[config.mk]
export PLATFORM = sky130hd
export DESIGN_NAME = macc_exec
export DESIGN_NICKNAME = d
export VERILOG_FILES = /design/src/rtl/macc_pkg.sv /design/src/rtl/macc_exec.sv
export SDC_FILE = /design/constraint.sdc
export NUM_CORES = 1
export LEC_CHECK = 0
export BUFFER_PORTS_ARGS = -buffer_cell sky130_fd_sc_hd__buf_4
export CAP_MARGIN = 20
export CORE_MARGIN = 5
export CORE_UTILIZATION = 40
export DETAILED_ROUTE_END_ITERATION = 10
export PLACE_DENSITY = 0.7
export REMOVE_ABC_BUFFERS = 1
export SLEW_MARGIN = 20
export SYNTH_ARGS = -nofsm -noshare
export SYNTH_HDL_FRONTEND = slang
export SYNTH_SLANG_ARGS = --single-unit
export TNS_END_PERCENT = 1
[constraint.sdc]
create_clock -name vclk -period 3.77
set_input_delay 0.1885 -clock vclk [all_inputs]
set_output_delay 0.1885 -clock vclk [all_outputs]
set_load 0.03 [all_outputs]
[src/rtl/macc_pkg.sv]
// ----------------------------------------------------------------------------
// macc_pkg
// Shared widths, opcodes, status codes and types of the accumulator CPU.
// ----------------------------------------------------------------------------
package macc_pkg;

   localparam int ADDR_W    = 12;
   localparam int DATA_W    = 16;
   localparam int MEM_WORDS = 4096;
   localparam int MEM_AW    = $clog2(MEM_WORDS);

   // Addresses at or above this limit read as zero and ignore writes.
   localparam logic [ADDR_W:0] MEM_LIMIT = (ADDR_W + 1)'(MEM_WORDS);

   localparam logic [ADDR_W-1:0] SKIP_NEG  = 12'h000;
   localparam logic [ADDR_W-1:0] SKIP_ZERO = 12'h400;
   localparam logic [ADDR_W-1:0] SKIP_POS  = 12'h800;

   typedef enum logic [3:0] {
      OP_JNS     = 4'h0,
      OP_LOAD    = 4'h1,
      OP_STORE   = 4'h2,
      OP_ADD     = 4'h3,
      OP_SUBT    = 4'h4,
      OP_INPUT   = 4'h5,
      OP_OUTPUT  = 4'h6,
      OP_HALT    = 4'h7,
      OP_SKIP    = 4'h8,
      OP_JUMP    = 4'h9,
      OP_CLEAR   = 4'ha,
      OP_ADDI    = 4'hb,
      OP_JUMPI   = 4'hc,
      OP_STOREI  = 4'hd,
      OP_LOADI   = 4'he,
      OP_ILLEGAL = 4'hf
   } op_type;

   typedef enum logic [1:0] {
      ST_RUN     = 2'd0,
      ST_HALTED  = 2'd1,
      ST_ILLEGAL = 2'd2
   } status_type;

   typedef struct packed {
      logic [DATA_W-1:0] acc;
      logic [ADDR_W-1:0] pc;
      status_type        status;
      logic              out_valid;
      logic [DATA_W-1:0] out_value;
      logic              wr_en;
      logic [ADDR_W-1:0] wr_addr;
      logic [DATA_W-1:0] wr_data;
   } exec_result_type;

   // Instructions that read MEM[x] before they can complete.
   function automatic logic needs_operand(op_type op);
      logic r;
      case (op) inside
         OP_LOAD, OP_ADD, OP_SUBT, OP_ADDI, OP_JUMPI, OP_STOREI, OP_LOADI: r = 1'b1;
         default: r = 1'b0;
      endcase
      return r;
   endfunction

   // Instructions that read a second time through the pointer in MEM[x].
   function automatic logic needs_indirect(op_type op);
      logic r;
      case (op) inside
         OP_ADDI, OP_LOADI: r = 1'b1;
         default: r = 1'b0;
      endcase
      return r;
   endfunction

endpackage

[src/rtl/macc_exec.sv]
// ----------------------------------------------------------------------------
// macc_exec
// Instruction execute: computes the new AC, PC, status, Output value and the
// memory write of one instruction once its operand is at hand.
// ----------------------------------------------------------------------------
module macc_exec (
   input  macc_pkg::op_type            op,
   input  logic [macc_pkg::ADDR_W-1:0] x,
   input  logic [macc_pkg::DATA_W-1:0] acc,
   input  logic [macc_pkg::ADDR_W-1:0] pc,
   input  logic [macc_pkg::DATA_W-1:0] operand,
   input  logic [macc_pkg::DATA_W-1:0] in_data,
   output macc_pkg::exec_result_type   res
);
   import macc_pkg::*;

   logic [ADDR_W-1:0] pc_inc;
   logic [ADDR_W-1:0] pc_skip;
   logic              neg;
   logic              zero;
   logic              skip;

   assign pc_inc  = pc + ADDR_W'(1);
   assign pc_skip = pc + ADDR_W'(2);
   assign neg     = acc[DATA_W-1];
   assign zero    = (acc == '0);

   always_comb begin
      case (x)
         SKIP_NEG:  skip = neg;
         SKIP_ZERO: skip = zero;
         SKIP_POS:  skip = !neg && !zero;
         default:   skip = 1'b0;
      endcase
   end

   always_comb begin
      res           = '0;
      res.acc       = acc;
      res.pc        = pc_inc;
      res.status    = ST_RUN;
      res.wr_addr   = x;
      res.wr_data   = acc;
      unique case (op)
         OP_JNS: begin
            res.wr_en   = 1'b1;
            res.wr_data = DATA_W'(pc_inc);
            res.pc      = x + ADDR_W'(1);
         end
         OP_LOAD:   res.acc = operand;
         OP_STORE:  res.wr_en = 1'b1;
         OP_ADD:    res.acc = acc + operand;
         OP_SUBT:   res.acc = acc - operand;
         OP_INPUT:  res.acc = in_data;
         OP_OUTPUT: begin
            res.out_valid = 1'b1;
            res.out_value = acc;
         end
         OP_HALT: begin
            res.status = ST_HALTED;
            res.pc     = pc;
         end
         OP_SKIP:   res.pc = skip ? pc_skip : pc_inc;
         OP_JUMP:   res.pc = x;
         OP_CLEAR:  res.acc = '0;
         OP_ADDI:   res.acc = acc + operand;
         OP_JUMPI:  res.pc = operand[ADDR_W-1:0];
         OP_STOREI: begin
            res.wr_en   = 1'b1;
            res.wr_addr = operand[ADDR_W-1:0];
         end
         OP_LOADI:  res.acc = operand;
         OP_ILLEGAL: begin
            res.status = ST_ILLEGAL;
            res.pc     = pc;
         end
         default: res.status = ST_ILLEGAL;
      endcase
   end

endmodule

==> summary.md, run 1 <==
| Metric | Value |
|---|---|
| WHS Path Cells | 4 |
| CORE AREA | 7767 um^2 |
| Gpl congestion | between 0.9 and 1 |
| Die width | roughly 100 um |
| Sequential share of power | 0 |
| Die ar. | about 9900 um^2 |
| Maximum capacitance violations | 0 |
| FF+latch count | 0 |
| Layout area overhead | 37.52% |
| Post-synthesis cell type count | between 60 and 70 |
| CP top delay family | compound AO/OA/AOI/OAI gates |
| Antenna violations before repair | 0 |
| Leakage | 1.934 nW |
| Crit path buf inv count | 2 |
| Synth Cell Area | ~3200 um^2 |
| Worst path max stage delay | 0.44 ns |
| GRT Total Usage | 0.2762 |
| Top Ports | 152 |
| Cells after synthesis | 491 |
| Switching power | between 0.0004 and 0.0005 W |
| Starting density of the core | 0.4138 |
| Final Hold Viols | 0 |
| FF+latch area | 0 um^2 |
| DRT antenna net count | 0 |
| Wirelength, routed | 14.54 mm |
| Worst Tran Pin Value | 1.017 ns |
| Comb pwr share | 1.000 |
| Startpoint types | primary input |
| Largest net degree at the start of global routing | 22 |
| CP max FO | 19 |
| Yosys warning count | 0 |
| Area leader, netlist | ha_1 |
| Syn avg cell area | 6.547 um^2 |
| Hold Crit Endpoint | res[60] |
| Clock Buffer Count | 0 |
| Initial DRT Pass Iterations | 5 |
| Number of global-route vias before repair | 4296 |
| Final setup fails | 0 |
| Tightest Hold Check Type | in -> out |
| Max Freq | 285.6 MHz |
| Status | finished clean |
| # nets final | 723 |
| Fin crit share | 0.9289 |
| Worst Path Arrival | 3.31 ns |
| Data required, critical path | 3.58 ns |
| Fin. max-slew vios | 0 |
| Slew headroom | 0.3165 |
| Total gr overflow | 0 |
| Dpl hpwl | 11.68 mm |
| Unrepaired setup endpoints after global routing | false |
| Power Density | 168.5 nW/um^2 |
| Final WS setup | 0.2682 ns |
| Share of the synthesized area in the top cell type | 0.08564 |
| Crit-path cells | buf_4 > and2b_1 > nand2_1 > o21ai_0 > xnor2_1 > ha_1 > nand3_1 > o2111ai_1 > nand3_1 > a21boi_0 > o21ai_0 > a2111o_1 > nand4_1 > buf_4 |
| Via count | around 4500 |
| Register area share after synthesis | 0 |
| First-pass GRT wire length | 22.58 mm |
| Row count | 32 |
| Diode count | 0 |
| Worst slack, placed | 0.3193 ns |
| Fin Setup TNS | 0 ns |
| Net Sw Frac | 0.5999 |
| Hold Buf Count CTS | 0 |
| Die outline height | between 90 and 100 um |
| Min-delay src | in_data[0] |
| WL/cell | between 20 and 25 um |
| Clock power frac | 0 |
| First DRT Iteration DRCs | 410 |
| Share of cells above drive strength 1 | 0.3023 |
| Critical Path End Type | primary output |
| Hold slack final | roughly 0.73 ns |
| CP startpoint | op[0] |
| Slowest-stage cell, CP | a2111o_1 |
| I/O Buffers | 152 |
| Largest cells by area after synthesis | ha_1 (8.6%), o21ai_0 (7.5%), xor2_1 (6.8%), nand2_1 (5.8%), a222oi_1 (5.3%) |
| Cell Int Power | 0.0002980 W |
| Drt drc | 0 |
| Vias per cell | 6.250 |
| Final Power | between 0.0007 and 0.0008 W |
| Max VDD drop | ~0.098 mV |
| Fin crit period | 3.502 ns |
| Crit path kind | in -> out |
[worst max-delay path by stage]
stage,end,cells past startpoint
after floorplan,res[74],12
after global placement,res[75],14
after detailed placement,res[75],13
after CTS,res[75],13
after global routing,res[75],14
final,res[75],14
[Yosys cell counts (all sizes together), types with 7 or more instances]
cell type / instances
nand3: 19
nor3: 10
buf: 10
ha: 22
nor2b: 7
xor2: 25
a222oi: 17
mux2: 9
clkbuf: 23
nand4: 8
and2: 23
nor2: 40
nand2b: 7
a31oi: 7
xnor2: 18
nor3b: 7
o21ai: 51
inv: 12
nor4: 9
a21oi: 24
nand2: 50
[metal layers]
metal / part of all wire / vias to the layer above / global-route usage
li1: - / 2131 / -
met1: 0.42 / 2072 / 0.3710
met2: 0.47 / 293 / 0.4711
met3: 0.10 / 29 / 0.03927
met4: 0.016 / 0 / 0.05357
met5: 0 / - / 0
[placed cells by master, fill, tap and decap left out, types with 4 or more instances in the layout]
cell type / netlist / layout
nand4_1: 8 / 8
a22oi_1: 4 / 4
nor2_1: 40 / 40
inv_1: 12 / 12
buf_4: 0 / 164
a21oi_1: 24 / 24
o21ai_0: 48 / 48
a222oi_1: 17 / 17
o211ai_1: 5 / 5
xor2_1: 25 / 25
xnor2_1: 18 / 18
nor3_1: 10 / 10
o21a_1: 5 / 5
a21o_1: 6 / 6
nand3_1: 19 / 19
nor2b_1: 7 / 7
or3_1: 4 / 4
o2111ai_1: 4 / 4
nor3b_1: 7 / 6
and2_1: 23 / 23
nor4_1: 6 / 6
mux2_2: 9 / 9
o31ai_1: 6 / 6
nand2_1: 50 / 50
a31oi_1: 7 / 7
and3_1: 6 / 6
ha_1: 22 / 22
nand2b_1: 7 / 7
[metrics by stage]
| stage | cells | cell area (um^2) | utilization |
|---|---|---|---|
| after detailed placement | 724 | 4415 | 0.5685 |
| final | 724 | 4420 | 0.5691 |
| after global routing | 724 | 4420 | 0.5691 |
| after floorplan | 458 | 3057 | - |
| after CTS | 724 | 4415 | 0.5685 |
| after global placement | 724 | 4415 | 0.5685 |
[area by class of cell]
type / count / area (um^2)
multi-input combinational: 446 / 3017
inverter: 12 / 45.04
timing repair buffer: 164 / 1231
fill: 792 / 3347
tap: 102 / 127.6
[cell families (layout without fill, tap and decap cells)]
kind of cell | after synthesis | count (layout) | synth area share
buffers and inverters | 45 | 176 | 0.06306
multiplexers | 12 | 12 | 0.04087
AND/OR/NAND/NOR | 206 | 206 | 0.3398
adder cells (fa/ha/maj) | 23 | 23 | 0.09186
AO/OA/AOI/OAI | 162 | 162 | 0.3472
XOR/XNOR | 43 | 43 | 0.1172
[tightest hold or removal path, stage by stage]
cell and delay (ns):
buf_4 0.08, a222oi_1 0.07, nand2_1 0.06, buf_4 0.15
[power groups by stage]
stage          Clock, W  Sequential (W)  Combinational, W
6_report              0               0          0.000745
5_1_grt               0               0          0.000798
4_1_cts               0               0          0.000738
3_5_place_dp          0               0          0.000735
3_3_place_gp          0               0          0.000728
2_1_floorplan         0               0          0.000430
[repair_timing]
action | CTS | global route
resized for setup | 0 | 1
endpoints found under the setup margin | 0 | 1
setup buffers | 0 | 0
(Power assumes the default switching activity.)
==> inputs of run 2 (changes only) <==
PLACE_DENSITY = not set   (was 0.7)
PLACE_DENSITY_LB_ADDON = 0.15   (was not set)
==> summary.md, run 2 (same netlist as run 1, synthesis figures left out) <==
| Metric | Value |
|---|---|
| Final setup fails | 0 (unchanged) |
| Clock power frac | 0 (unchanged) |
| Max VDD drop | 0.09107 mV (-7.2%) |
| Maximum capacitance violations | 0 (unchanged) |
| Worst path max stage delay | 0.46 ns (+0.02 ns) |
| Die width | 99.64 um (unchanged) |
| Fin cells | 723 (-0.14%) |
| First-pass GRT wire length | 21.75 mm (-3.7%) |
| Vias per cell | 6.310 (+0.96%) |
| Worst Path Arrival | 3.35 ns (+0.04 ns) |
| Cell Int Power | 0.0002970 W (-0.34%) |
| Top Ports | 152 (unchanged) |
| Crit path buf inv count | 2 (unchanged) |
| Area post-placement | 4419 um^2 (about the same) |
| WL/cell | 19.52 um (-2.8%) |
| Worst Tran Pin Value | 1.012 ns (-0.004359 ns) |
| Drt drc | 0 (unchanged) |
| Data required, critical path | 3.58 ns (about the same) |
| First DRT Iteration DRCs | 410 (unchanged) |
| Die outline height | 99.64 um (unchanged) |
| Wirelength, routed | 14.11 mm (-2.9%) |
| Post-layout instance area | 4424 um^2 (about the same) |
| Post-layout util | 0.5696 (about the same) |
| Most common cell after layout, fill and taps aside | buf_4 |
| Number of global-route vias before repair | 4278 (-0.42%) |
| Fin crit share | 0.9391 (+0.01029) |
| WP depth | 14 (unchanged) |
| Row count | 32 (unchanged) |
| Initial DRT Pass Iterations | 5 (unchanged) |
| Switching power | 0.0004442 W (-0.58%) |
| Tightest Hold Check Type | in -> out |
| CP top delay family | compound AO/OA/AOI/OAI gates |
| Critical Path End Type | primary output |
| CORE AREA | 7767 um^2 (unchanged) |
| Net Sw Frac | 0.5993 (about the same) |
| DRT antenna net count | 0 (unchanged) |
| Final WS setup | 0.2295 ns (-0.03878 ns) |
| WHS Path Cells | 3 (-1) |
| Antenna violations before repair | 0 (unchanged) |
| Share of cells above drive strength 1 | 0.3043 (+0.002097) |
| CP max FO | 19 (unchanged) |
| Fin crit period | 3.541 ns (+0.03878 ns) |
| Clock Buffer Count | 0 (unchanged) |
| Comb pwr share | 1.000 (about the same) |
| # nets final | 722 (-0.14%) |
| Die ar. | 9928 um^2 (unchanged) |
| I/O Buffers | 152 (unchanged) |
| Commonest cells after routing, fill and taps aside | buf_4 (163), nand2_1 (50), o21ai_0 (48), nor2_1 (40), xor2_1 (25) |
| Fin. max-slew vios | 0 (unchanged) |
| Leakage | 1.931 nW (-0.14%) |
| Unrepaired setup endpoints after global routing | false |
| Crit path kind | in -> out |
| Dpl cells | 723 (-0.14%) |
| Filler Cell Count | 811 (+2.4%) |
| Worst slack, placed | 0.3163 ns (-0.002927 ns) |
| FF+latch count | 0 (unchanged) |
| Diode count | 0 (unchanged) |
| Power Density | 167.5 nW/um^2 (-0.57%) |
| Sequential share of power | 0 (unchanged) |
| Fin Setup TNS | 0 ns (unchanged) |
| Via count | 4562 (+0.82%) |
| GRT Total Usage | 0.2630 (-0.01319) |
| Slew headroom | 0.3222 (+0.005743) |
| Total gr overflow | 0 (unchanged) |
| Slowest-stage cell, CP | a2111o_1 |
| Status | finished clean |
| Crit-path cells | buf_4 > and2b_1 > nand2_1 > o21ai_0 > xnor2_1 > ha_1 > nand3_1 > o2111ai_1 > nand3_1 > a21boi_0 > o21ai_0 > a2111o_1 > nand4_1 > buf_4 |
| Hold Crit Endpoint | res[61] |
| Starting density of the core | 0.4138 (unchanged) |
| Dpl hpwl | 11.36 mm (-2.7%) |
| Max Freq | 282.4 MHz (-1.1%) |
| FF+latch area | 0 um^2 (unchanged) |
| Startpoint types | primary input |
| Min-delay src | in_data[1] |
| Gpl congestion | 0.9425 (-2.9%) |
| Layout area overhead | 37.64% (about the same) |
| Largest net degree at the start of global routing | 24 (+9.1%) |
| Final Hold Viols | 0 (unchanged) |
-- run 2: changes by cell type in the layout (fill, tap and decap cells not counted), sizes merged --
cell,delta
buf,-1
-- run 2: worst min-delay path: stages --
cell     delay [ns]
buf_4          0.08
a221o_1        0.12
buf_4          0.15
-- run 2: repair_timing --
item                                    CTS  global route
resized for setup                         0             1
endpoints found under the setup margin    0             1
setup buffers                             0             0
hold buffers                              0             0
endpoints found under the hold margin     0             0
-- run 2: worst max path at each step --
stage	end	startpoint
final	res[75]	op[0]
after detailed placement	res[75]	operand[6]
after CTS	res[75]	operand[6]
after global routing	res[75]	op[0]
after global placement	res[75]	op[0]
after floorplan	res[74]	op[0]
-- run 2: final cells by class --
class	count	area (um^2)	share of cell area
inverter	12	45.04	0.01018
multi-input combinational	446	3028	0.6844
tap	102	127.6	0.02885
timing repair buffer	163	1224	0.2766
-- run 2: per-layer routing --
layer | GRT usage | routed length [um] | vias to the layer above
met2 | 0.4323 | 6488 | 261
met3 | 0.04137 | 1404 | 22
met5 | 0 | 0 | -
met4 | 0.07143 | 297 | 0
met1 | 0.3559 | 5922 | 2150
li1 | - | - | 2129
-- run 2: per-stage QoR --
| step | power, W | hold slack [ns] |
|---|---|---|
| floorplan | 0.0004301 | 0.5540 |
| global placement | 0.0007255 | 0.7305 |
| detailed placement | 0.0007323 | 0.7277 |
| CTS | 0.0007346 | 0.7277 |
| global route | 0.0007970 | 0.7555 |
| finish | 0.0007412 | 0.7252 |
-- run 2: power by group through the flow --
stage / Clock [W] / Sequential, W / Combinational, W
2_1_floorplan: 0 / 0 / 0.000430
3_3_place_gp: 0 / 0 / 0.000726
3_5_place_dp: 0 / 0 / 0.000732
4_1_cts: 0 / 0 / 0.000735
5_1_grt: 0 / 0 / 0.000797
6_report: 0 / 0 / 0.000741
